File: config.mk
export PLATFORM = sky130hd
export DESIGN_NAME = bounded_deque_with_search
export DESIGN_NICKNAME = d
export VERILOG_FILES = /design/src/hdl/bdq_pkg.sv /design/src/hdl/bdq_match.sv /design/src/hdl/bounded_deque_with_search.sv
export SDC_FILE = /design/constraint.sdc
export NUM_CORES = 1
export LEC_CHECK = 0
export ABC_AREA = 1
export BUFFER_PORTS_ARGS = -buffer_cell sky130_fd_sc_hd__buf_2
export CORE_MARGIN = 1.5
export CORE_UTILIZATION = 55
export DETAILED_ROUTE_END_ITERATION = 8
export MAX_ROUTING_LAYER = met4
export PLACE_DENSITY = 0.8
export REMOVE_ABC_BUFFERS = 1
export SLEW_MARGIN = 20
export SYNTH_ARGS = -nofsm -noshare
export SYNTH_HDL_FRONTEND = slang
export SYNTH_SLANG_ARGS = --single-unit
File: constraint.sdc
create_clock -name clk -period 6.7 [get_ports clk]
set_input_delay 0.335 -clock clk [delete_from_list [all_inputs] [get_ports clk]]
set_output_delay 0.335 -clock clk [all_outputs]
set_load 0.02 [all_outputs]
File: src/hdl/bdq_pkg.sv
// ----------------------------------------------------------------------------
// bdq_pkg
// Shared types for the bounded deque with search: operation codes, status
// codes and the sequencer states.
// ----------------------------------------------------------------------------
package bdq_pkg;

  // operation carried by each input item
  typedef enum logic [2:0] {
    KIND_PUSH_TAIL    = 3'd0,
    KIND_POP_HEAD     = 3'd1,
    KIND_POP_TAIL     = 3'd2,
    KIND_REPLACE_HEAD = 3'd3,
    KIND_REPLACE_TAIL = 3'd4,
    KIND_FIND         = 3'd5,
    KIND_COUNT        = 3'd6,
    KIND_CLEAR        = 3'd7
  } kind_t;

  // result status
  typedef enum logic [1:0] {
    STATUS_OK        = 2'd0,
    STATUS_EMPTY     = 2'd1,
    STATUS_FULL      = 2'd2,
    STATUS_NOT_FOUND = 2'd3
  } status_t;

  // sequencer states
  typedef enum logic [1:0] {
    ST_IDLE = 2'd0,
    ST_SCAN = 2'd1,
    ST_LAST = 2'd2,
    ST_OUT  = 2'd3
  } state_t;

  // result field widths
  localparam int unsigned POSITION_BITS = 4;
  localparam int unsigned COUNT_BITS    = 5;
  localparam int unsigned LENGTH_BITS   = 5;

endpackage

File: src/hdl/bdq_match.sv
// ----------------------------------------------------------------------------
// bdq_match
// Shared compare unit for the search: one stored word per cycle against the
// key, keeping the first matching offset and the number of matches.
// ----------------------------------------------------------------------------
module bdq_match
  import bdq_pkg::*;
#(
  parameter int unsigned WORD_BITS = 32,
  parameter int unsigned AW        = 4,
  parameter int unsigned CW        = 5
) (
  input  logic                 clk,
  input  logic                 rst_n,
  input  logic                 clr,
  input  logic                 en,
  input  logic [WORD_BITS-1:0] data,
  input  logic [WORD_BITS-1:0] key,
  input  logic [AW-1:0]        pos,
  output logic                 found,
  output logic [AW-1:0]        position,
  output logic [CW-1:0]        count
);

  logic          found_r;
  logic          found_nxt;
  logic [AW-1:0] position_r;
  logic [AW-1:0] position_nxt;
  logic [CW-1:0] count_r;
  logic [CW-1:0] count_nxt;
  logic          hit;

  // equality compare and accumulate
  always_comb begin
    hit          = en && (data == key);
    found_nxt    = found_r;
    position_nxt = position_r;
    count_nxt    = count_r;
    if (clr) begin
      found_nxt    = 1'b0;
      position_nxt = '0;
      count_nxt    = '0;
    end else if (hit) begin
      count_nxt = count_r + CW'(1);
      if (!found_r) begin
        found_nxt    = 1'b1;
        position_nxt = pos;
      end
    end
  end

  always_ff @(posedge clk) begin
    if (!rst_n) begin
      found_r    <= 1'b0;
      position_r <= '0;
      count_r    <= '0;
    end else begin
      found_r    <= found_nxt;
      position_r <= position_nxt;
      count_r    <= count_nxt;
    end
  end

  assign found    = found_r;
  assign position = position_r;
  assign count    = count_r;

  // the first match can never sit at a later offset than the one compared now
  a_pos_order: assert property (@(posedge clk) disable iff (!rst_n)
    (found_r && en && !clr) |-> (position_r < pos))
    else $error("first match offset not below current offset");

  // a hit on an empty tally always records its offset
  a_first_hit: assert property (@(posedge clk) disable iff (!rst_n)
    (hit && !clr && !found_r) |=> (found_r && position_r == $past(pos)))
    else $error("first match not recorded");

  // found and a nonzero tally go together
  a_found_count: assert property (@(posedge clk) disable iff (!rst_n)
    found_r == (count_r != '0))
    else $error("found flag and match tally disagree");

endmodule

File: src/hdl/bounded_deque_with_search.sv
// ----------------------------------------------------------------------------
// bounded_deque_with_search
// Bounded double-ended queue of signed words held in a ring memory, with
// push, pop and replace at either end, find, count and clear.
// ----------------------------------------------------------------------------
// Usage
//   in_*  : one item per operation; in_tuser holds the kind, in_tdata the
//           value (pushed, written by replace, or searched for).
//   out_* : exactly one result item per input item, in order.
// Timing
//   push, pop, replace, clear and searches on an empty queue: result valid
//   on the cycle after the item is taken.
//   find and count: the ring is read one entry per cycle through the single
//   memory read port into a shared compare unit; the result is valid after
//   the scan state, the last compare state and the match register. No new
//   item is taken until the result of the last one has gone.
//   in_tready is high only when the block is idle with no result pending.
// Reset
//   head index and length return to zero; the ring contents are not cleared.
// Back-pressure
//   a result is held on out_* until out_tready; no new item is taken until
//   then.
// ----------------------------------------------------------------------------
module bounded_deque_with_search
  import bdq_pkg::*;
#(
  parameter int unsigned DEPTH     = 16,
  parameter int unsigned WORD_BITS = 32
) (
  input  logic        clk,
  input  logic        rst_n,
  input  logic        in_tvalid,
  output logic        in_tready,
  input  logic [31:0] in_tdata,   // value[31:0]
  input  logic [2:0]  in_tuser,   // kind[2:0]
  output logic        out_tvalid,
  input  logic        out_tready,
  output logic [15:0] out_tdata,  // found[0], position[4:1], match_count[9:5],
                                  // length[14:10], zero fill[15]
  output logic [1:0]  out_tuser   // status[1:0]
);

  localparam int unsigned AW = (DEPTH > 1) ? $clog2(DEPTH) : 1;
  localparam int unsigned OW = $clog2(DEPTH + 1);
  localparam int unsigned SW = AW + 1;
  localparam logic [SW-1:0] DEPTH_S = SW'(DEPTH);
  localparam logic [OW-1:0] DEPTH_O = OW'(DEPTH);

  // ring memory
  logic [WORD_BITS-1:0] mem [DEPTH];

  state_t               state_r;
  state_t               state_nxt;
  logic [AW-1:0]        head_r;
  logic [AW-1:0]        head_nxt;
  logic [OW-1:0]        occ_r;
  logic [OW-1:0]        occ_nxt;
  status_t              status_r;
  status_t              status_nxt;
  kind_t                op_r;
  logic [WORD_BITS-1:0] key_r;
  logic [AW-1:0]        rd_off_r;
  logic [AW-1:0]        rd_off_nxt;
  logic                 rd_vld_r;
  logic [AW-1:0]        rd_pos_r;
  logic [WORD_BITS-1:0] rd_data_r;

  logic                 in_acc;
  logic                 out_acc;
  kind_t                kind;
  logic [WORD_BITS-1:0] in_word;
  logic                 mem_we;
  logic [AW-1:0]        wr_addr;
  logic [AW-1:0]        rd_addr;
  logic                 scan_rd;
  logic                 scan_last;
  logic [OW-1:0]        occ_dec;

  logic                 m_found;
  logic [AW-1:0]        m_position;
  logic [OW-1:0]        m_count;
  status_t              out_status;
  logic                 res_found;
  logic [AW-1:0]        res_position;
  logic [OW-1:0]        res_count;

  // ring index: base plus offset, wrapped once
  function automatic logic [AW-1:0] wrap_add(input logic [AW-1:0] base,
                                             input logic [OW-1:0] off);
    logic [SW-1:0] s;
    s = SW'(base) + SW'(off);
    if (s >= DEPTH_S) s = s - DEPTH_S;
    return s[AW-1:0];
  endfunction

  assign in_acc    = in_tvalid && in_tready;
  assign out_acc   = out_tvalid && out_tready;
  assign kind      = kind_t'(in_tuser);
  assign in_word   = WORD_BITS'($signed(in_tdata));
  assign occ_dec   = occ_r - OW'(1);
  assign scan_last = (OW'(rd_off_r) == occ_dec);

  // next state
  always_comb begin
    state_nxt = state_r;
    case (state_r)
      ST_IDLE: begin
        if (in_acc) begin
          if ((kind == KIND_FIND || kind == KIND_COUNT) && occ_r != '0) begin
            state_nxt = ST_SCAN;
          end else begin
            state_nxt = ST_OUT;
          end
        end
      end
      ST_SCAN: begin
        if (scan_last) state_nxt = ST_LAST;
      end
      ST_LAST: state_nxt = ST_OUT;
      ST_OUT: begin
        if (out_tready) state_nxt = ST_IDLE;
      end
      default: state_nxt = ST_IDLE;
    endcase
  end

  // sequencer outputs
  always_comb begin
    in_tready  = 1'b0;
    out_tvalid = 1'b0;
    scan_rd    = 1'b0;
    case (state_r)
      ST_IDLE: in_tready  = 1'b1;
      ST_SCAN: scan_rd    = 1'b1;
      ST_LAST: ;
      ST_OUT:  out_tvalid = 1'b1;
      default: ;
    endcase
  end

  // pointer, ring write and status updates for a taken item
  always_comb begin
    head_nxt   = head_r;
    occ_nxt    = occ_r;
    status_nxt = status_r;
    mem_we     = 1'b0;
    wr_addr    = head_r;
    if (in_acc) begin
      status_nxt = STATUS_OK;
      case (kind)
        KIND_PUSH_TAIL: begin
          if (occ_r == DEPTH_O) begin
            status_nxt = STATUS_FULL;
          end else begin
            mem_we  = 1'b1;
            wr_addr = wrap_add(head_r, occ_r);
            occ_nxt = occ_r + OW'(1);
          end
        end
        KIND_POP_HEAD, KIND_POP_TAIL, KIND_REPLACE_HEAD, KIND_REPLACE_TAIL: begin
          if (occ_r == '0) begin
            status_nxt = STATUS_EMPTY;
          end else if (kind == KIND_POP_HEAD) begin
            occ_nxt  = occ_dec;
            head_nxt = (occ_dec == '0) ? '0 : wrap_add(head_r, OW'(1));
          end else if (kind == KIND_POP_TAIL) begin
            occ_nxt  = occ_dec;
            head_nxt = (occ_dec == '0) ? '0 : head_r;
          end else if (kind == KIND_REPLACE_HEAD) begin
            mem_we  = 1'b1;
            wr_addr = head_r;
          end else begin
            mem_we  = 1'b1;
            wr_addr = wrap_add(head_r, occ_dec);
          end
        end
        KIND_FIND, KIND_COUNT: ;
        KIND_CLEAR: begin
          head_nxt = '0;
          occ_nxt  = '0;
        end
        default: ;
      endcase
    end
  end

  // scan offset counter
  always_comb begin
    rd_off_nxt = rd_off_r;
    if (in_acc) begin
      rd_off_nxt = '0;
    end else if (scan_rd) begin
      rd_off_nxt = rd_off_r + AW'(1);
    end
  end

  assign rd_addr = wrap_add(head_r, OW'(rd_off_r));

  // control registers
  always_ff @(posedge clk) begin
    if (!rst_n) begin
      state_r  <= ST_IDLE;
      head_r   <= '0;
      occ_r    <= '0;
      rd_vld_r <= 1'b0;
    end else begin
      state_r  <= state_nxt;
      head_r   <= head_nxt;
      occ_r    <= occ_nxt;
      rd_vld_r <= scan_rd;
    end
  end

  // item payload and scan registers
  always_ff @(posedge clk) begin
    status_r <= status_nxt;
    rd_off_r <= rd_off_nxt;
    rd_pos_r <= rd_off_r;
    if (in_acc) begin
      op_r  <= kind;
      key_r <= in_word;
    end
  end

  // ring memory write and registered read
  always_ff @(posedge clk) begin
    if (mem_we) mem[wr_addr] <= in_word;
    rd_data_r <= mem[rd_addr];
  end

  // shared compare unit
  bdq_match #(
    .WORD_BITS (WORD_BITS),
    .AW        (AW),
    .CW        (OW)
  ) u_match (
    .clk      (clk),
    .rst_n    (rst_n),
    .clr      (in_acc),
    .en       (rd_vld_r),
    .data     (rd_data_r),
    .key      (key_r),
    .pos      (rd_pos_r),
    .found    (m_found),
    .position (m_position),
    .count    (m_count)
  );

  // result item: search fields only for the operation that reports them
  always_comb begin
    out_status   = status_r;
    res_found    = 1'b0;
    res_position = '0;
    res_count    = '0;
    if (op_r == KIND_FIND) begin
      out_status   = m_found ? STATUS_OK : STATUS_NOT_FOUND;
      res_found    = m_found;
      res_position = m_position;
    end
    if (op_r == KIND_COUNT) res_count = m_count;
  end

  assign out_tuser = out_status;
  assign out_tdata = {1'b0,
                      LENGTH_BITS'(occ_r),
                      COUNT_BITS'(res_count),
                      POSITION_BITS'(res_position),
                      res_found};

  // length never exceeds the ring size
  a_occ_bound: assert property (@(posedge clk) disable iff (!rst_n)
    occ_r <= DEPTH_O)
    else $error("length above ring size");

  // an empty queue always has its head back at the first slot
  a_empty_head: assert property (@(posedge clk) disable iff (!rst_n)
    (occ_r == '0) |-> (head_r == '0))
    else $error("head not reset on empty queue");

  // the scan never reads beyond the held entries
  a_scan_range: assert property (@(posedge clk) disable iff (!rst_n)
    (state_r == ST_SCAN) |-> (OW'(rd_off_r) < occ_r))
    else $error("scan offset outside held entries");

  // a taken item blocks the input until its result has gone
  a_busy: assert property (@(posedge clk) disable iff (!rst_n)
    in_acc |=> !in_tready)
    else $error("input taken while busy");

  // the pointers do not move while a search or a result is pending
  a_hold: assert property (@(posedge clk) disable iff (!rst_n)
    (state_r != ST_IDLE) |=> ($stable(occ_r) && $stable(head_r)))
    else $error("pointers changed while busy");

  // a finished result is offered until taken
  a_result_held: assert property (@(posedge clk) disable iff (!rst_n)
    (out_tvalid && !out_tready) |=> out_tvalid)
    else $error("result dropped under stall");

endmodule
Word level (Yosys, flattened, before mapping)
Memory sizes are Yosys's and may differ from the RTL's. A register that Yosys moved wholly into a read port is not among the register bits.
Cells that the tools add are included.
W data, S select, Z words.
{ "totals": {"register_bits": 67, "ramBits": 512, "input_bits": 39, "out_inout_bits": 20, "wordCells": 116, "n_memories": 1} }
{ "memory_table": {"columns": ["name", "depth", "word_bits", "read_ports", "rd_clocked_by_memory_dff", "write_ports", "line_no", "source"], "rows": [
  ["mem", 16, 32, 1, 1, 1, "bounded_deque_with_search.sv:50", "logic [WORD_BITS-1:0] mem [DEPTH];"]
]} }
{ "op_classes": {"add_sub_neg": 12, "magnitude_cmp": 4, "eq_ne": 22, "mux": 46, "n_bitwise": 2, "reduce_logical": 17} }
{ "ops": {"columns": ["op", "n"], "rows": [
  ["$mux W4", 16],
  ["$eq A32 B32 Y1", 1],
  ["$mux W5", 5],
  ["$ge A5 B5 Y1 const B", 4],
  ["$eq A3 B3 Y1 const B", 6],
  ["$pmux W4 S2", 2],
  ["$sub A4 B1 Y4 const B", 4],
  ["$pmux W5 S3", 1],
  ["$mux W2", 7],
  ["$mux W1", 12],
  ["$add A4 B5 Y5", 2],
  ["$add A5 B1 Y5 const B", 2],
  ["$logic_not A5 Y1", 2],
  ["$ne A2 B2 Y1 const B", 5],
  ["$reduce_and A5 Y1", 2],
  ["$pmux W2 S4", 1],
  ["$eq A3 B2 Y1 const B", 2],
  ["$ne A3 B3 Y1 const B", 2],
  ["$add A4 B1 Y5 const B", 1],
  ["$add A4 B4 Y5", 1],
  ["$eq A4 B5 Y1", 1],
  ["$eq A5 B5 Y1 const B", 1],
  ["$reduce_bool A5 Y1", 1],
  ["$sub A5 B1 Y5 const B", 1],
  ["17 further kinds", 21]
]} }

Depth between registers and ports, before layout
{ "depth": {"word_depth": 10, "depth_mapped": 17, "mapped_depth_nobuf": 17} }

Hierarchy
Synthesis repeated with hierarchy kept, for this count alone.
{ "unflattened": {"hier_cells": 2096, "hier_area_um2": 25560.8} }
{ "modules_own_cells": {"columns": ["module", "instances", "cells_per_inst", "area_each_um2", "seq_area_each_um2"], "rows": [
  ["bounded_deque_with_search", 1, 1762, 24055.6, 17526.8],
  ["bdq_match", 1, 334, 1505.2, 200.2]
]} }

Worst setup path before layout
OpenSTA, ideal clock, no wires.
{ "synth_timing": {"path_kind": "register to register", "startpoint": "register state_r[0]", "endpoint": "memory mem[5][0], enable pin", "setup_ns": 0.421, "t_arrival_ns": 3.962, "t_required_ns": 6.279, "slack_ns": 2.317, "stages_incl_launch_ff": 12, "n_path_buf": 0, "period_less_slack_ns": 4.383, "path_cell_list": "dfxtp_1 inv_1 ha_1 nand2_1 clkinv_1 nand2_1 nor2_1 o21ai_2 nand2_1 a21oi_2 nand2_1 nor2_1"} }
{ "synth_between": {"elab_chain_cells": 6, "elab_cells_between_ends": 7, "cone_classes": "mux (5); reduce/logical (2)"} }
{ "synth_lines": {"columns": ["item", "line_no", "source"], "rows": [
  ["start: declaration", "bounded_deque_with_search.sv:52", "state_t state_r;"],
  ["start signal: assignment", "bounded_deque_with_search.sv:207", "state_r <= state_nxt;"],
  ["$logic_not A2 Y1 (*)", "bounded_deque_with_search.sv:132", "case (state_r)"],
  ["$mux W1 (*)", "bounded_deque_with_search.sv:132", null],
  ["named net in_tready", "bounded_deque_with_search.sv:33", "output logic in_tready,"],
  ["$logic_and A1 B1 Y1 (*)", "bounded_deque_with_search.sv:96", "assign in_acc = in_tvalid && in_tready;"],
  ["named net in_acc", "bounded_deque_with_search.sv:68", "logic in_acc;"],
  ["$mux W1", "bounded_deque_with_search.sv:148", "if (in_acc) begin"],
  ["$mux W1", "bounded_deque_with_search.sv:227", "if (mem_we) mem[wr_addr] <= in_word;"],
  ["$mux W1 (implied by the code)", "bounded_deque_with_search.sv:227", null],
  ["end: declaration", "bounded_deque_with_search.sv:50", null]
]} }
Mark *: on every way through the listed nets, which the timed path passes. The rest lies on a longest branch.

Worst setup path after layout
{ "layout_timing": {"startpoint": "register occ_r[0]", "endpoint": "memory mem[13][14], enable pin"} }
{ "layout_between": {"elab_chain_cells": 10, "elab_cells_between_ends": 24, "cone_classes": "add/sub (5); order compare (2); eq/ne (1); mux (15); reduce/logical (1)"} }
{ "layout_lines": {"columns": ["item", "line_no", "source"], "rows": [
  ["start: declaration", "bounded_deque_with_search.sv:56", "logic [OW-1:0] occ_r;"],
  ["start signal: assignment", "bounded_deque_with_search.sv:209", "occ_r <= occ_nxt;"],
  ["$sub A5 B1 Y5", "bounded_deque_with_search.sv:100", "assign occ_dec = occ_r - OW'(1);"],
  ["$add A4 B5 Y5", "bounded_deque_with_search.sv:91", "s = SW'(base) + SW'(off);"],
  ["$sub A4 B1 Y4 or $ge A5 B5 Y1 (tied branches)", "bounded_deque_with_search.sv:92", "if (s >= DEPTH_S) s = s - DEPTH_S;"],
  ["$mux W4", "bounded_deque_with_search.sv:92", null],
  ["$mux W4", "bounded_deque_with_search.sv:169", "end else if (kind == KIND_REPLACE_HEAD) begin"],
  ["$mux W4", "bounded_deque_with_search.sv:166", "end else if (kind == KIND_POP_TAIL) begin"],
  ["$mux W4", "bounded_deque_with_search.sv:163", "end else if (kind == KIND_POP_HEAD) begin"],
  ["$mux W4", "bounded_deque_with_search.sv:161", "if (occ_r == '0) begin"],
  ["$pmux W4 S2", "bounded_deque_with_search.sv:150", "case (kind)"],
  ["$mux W4", "bounded_deque_with_search.sv:148", null]
]} }
Several ways; a longest one is shown, not always the timed one.

==> impl_metrics.yaml <==
setup_path:
  critPathBufInv: 2
  crit_chain: "inv_1 -> ha_1 -> xor2_2 -> ha_1 -> nand2_1 -> nand2_1 -> nor2_1 -> inv_1 -> nand2_1 -> nand3_1 -> nand2_1 -> nand3_1 -> nand2_1 -> nand2_1 -> nand2_1 -> nand2_1 -> nor2_4"
  cp-startpoint: "occ_r[0]"
  cp_slowest_cell: "nor2_4"
  worstReg2RegEnd: "mem[13][14]"
  setup.worst_path.end_class: "flip-flop"
  r2r-start: "occ_r[0]"
  crit_path_start_kind: "flip-flop"
  worstPathRequired_ps: 6940
  r2r_cells: 17
  critical_path_class: "reg -> reg"
  cpMostUsedCell: "nand2_1"
  critical_path_depth: 17
  cp_max_fo: 32
  arrival_ps: 4450
  critPathMaxStageDelay_ps: 900
  cpLargestDelayFamily: "simple AND/OR/NAND/NOR gates"
  reg2reg_slack_ps: 2490
  critical_path.endpoint: "mem[13][14]"
sta:
  rsz0062_at_grt: "false"
  finalCriticalPeriod_ps: 4210
  whs_ps: 76.0
  fmax_ghz: 0.238
  slew_violations: 0
  worst_pin_slew_ps: 1090
  setup_viol: 0
  hold_viol: 0
  fin_crit_sh: 0.628
  setup_ws_ps: 2490
  slew_headroom: 0.273
  tns_ps: 0
  clock_skew_ps: 12.0
finish:
  stdcell_area_um2: 28500
  final_nets: 2137
  syn2layout_area_growth_pct: 12.6
  n_fill_cell: 3242
  antenna_cells: 0
  final_layout_size_suffix_gt1_frac: 0.100
clock_network:
  cts_tree: "built"
  cts_resized: 0
  insertion_delay_ps: 620
  clk_pin_slew_ps: 60
  ctsLongestPathBuffers: 3
  post-cts-setup-buffer-count: 0
  root_buffer: "clkbuf_16"
  cts_buffers: 58
  htree_levels: 2
  cts_sinks: 611
pwr:
  p_leak_uw: 0.0103
  p_per_area_nw_per_um2: 388
  ir_drop_mv: 0.265
placement:
  place_area_um2: 26300
  dpl_worst_slack_ps: 2480
  portBuffers: 57
  gp_congestion: 0.904
  hpwl_um: 36700
route:
  drc: 0
  drt_wl_total_um: 61500
  post_drt_via_cell_ratio: 5.91
  antenna_left: 0
  wl_per_cell_um: 22.6
  first_pass_iters: 6
  vias: 16115
  drt_iter0_drc: 2031
synthesis:
  postSynthAreaPerCell_um2: 12.5
  ys_seq_area_frac: 0.699
  synthCells: 2025
  synth_seq_cells: 611
  netlist_area_um2: 25300
  synth.distinct_cells: 46
  yosys.area.top_type: "edfxtp_1"
  async_flop_share: 0
  synth_edf_count: 549
  yosys-top-cells-area: "edfxtp_1, mux2i_1, dfxtp_1"
  yosysMostFrequentCell: "edfxtp_1"
  ys_warn_count: 0
  synth_top_area_frac: 0.650
  yosys-top-cells-count: "edfxtp_1, nand2_1, inv_1"
  synth_ff_type: "edfxtp_1"
global_routing:
  grt_max_degree: 128
  grt_use_met2: 0.426
  grtUsageTotal: 0.269
  grt_pass1_wl_um: 92900
  grt_use_met1: 0.339
  antenna_found_initial: 0
  busiest_layer: "met2"
  grt_pass1_vias: 15932
  use_met3: 0.0403
  grt_overflow: 0
floorplan:
  ios: 59
  row_count: 78
  start_util: 0.559
  die_h_um: 218
  core_area_um2: 45400
  die_w_um: 218
  dieArea_um2: 47400
min_path:
  hp-start: "rst_n"
  hp-class: "in -> reg"
  holdPathStages: 3
flow_run:
  cap_viol_max_count: 0
status:
  outcome: "finished, final reports clean"
[what timing repair did]
item	CTS	global route
hold endpoints to repair	3	0
endpoints found under the setup margin	0	0
hold buffers	3	0
[stage by stage]
step | util | std cells | power [uW]
floorplan | - | 1930 | 6970
global placement | 0.578 | 2600 | 7680
detailed placement | 0.581 | 2605 | 7760
CTS | 0.624 | 2717 | 11100
global route | 0.629 | 2725 | 11600
finish | 0.629 | 2725 | 11100
[tightest hold or removal path, cell delays in order]
cell	delay (ps)
buf_2	190
nand2_1	90
inv_1	40
[area by class of cell]
class                           instances  area [um2]  share of cell area
Timing Repair Buffer                   86         776              0.0272
Multi-Input combinational cell       1089        6470               0.227
Sequential cell                       611       17700               0.621
Clock inverter                         21         181             0.00636
Tap cell                              600         751              0.0263
Clock buffer                           88        1770              0.0619
Inverter                              230         868              0.0304
[state kept, by name (all words and copies together) (netlist names)]
signal and flops:
rd_pos_r 4, u_match.count 5, mem 512, rd_vld_r 1
key_r 32, u_match.position 4, occ_r 5, head_r 4
rd_off_r 4, rd_data_r 32, state_r 2, status_r 2
op_r 3, u_match.found 1
[layer usage]
metal  part of all wire  wire (um)  vias up
met2               0.49      29900      774
met3              0.077       4710      170
met1               0.39      23800     7855
met5                  0          0        -
met4              0.049       3040        0
li1                   -          -     7316
[cells in the final DEF (no fill, tap or decap), types with 13 or more instances in the layout]
cell type	n
edfxtp_1	549
nor3_1	15
nor2_1	87
nand4_1	19
a21oi_1	179
nor2_4	19
clkbuf_16	61
o211ai_1	65
nand2_1	232
a31oi_1	33
clkbuf_1	13
o21ai_0	189
dfxtp_1	62
inv_1	225
ha_1	18
mux2i_1	128
nand3_1	37
xor2_1	15
clkbuf_8	14
buf_2	57
[cell families after synthesis]
kind of cell               synth area share
muxes                                0.0505
other                              0.000148
adders and majority gates            0.0117
buffers and inverters                0.0525
and+or+nand+nor                      0.0715
AOI/OAI and AO/OA                     0.104
DFF                                   0.699
xor gates and xnor gates            0.00992
[where the power goes]
group,switching [uW],internal (uW)
registers,185,4390
clock network,1390,1930
logic,2190,1010
[how the worst min path moves through the flow]
stage                        endpoint  slack (ps)
after floorplan           rd_pos_r[2]         370
after global placement    rd_pos_r[2]         400
after detailed placement  rd_pos_r[2]         410
after CTS                  state_r[1]          40
after global routing        head_r[1]          60
final                        rd_vld_r          80
Note: power is estimated with default switching activity, not from simulation.
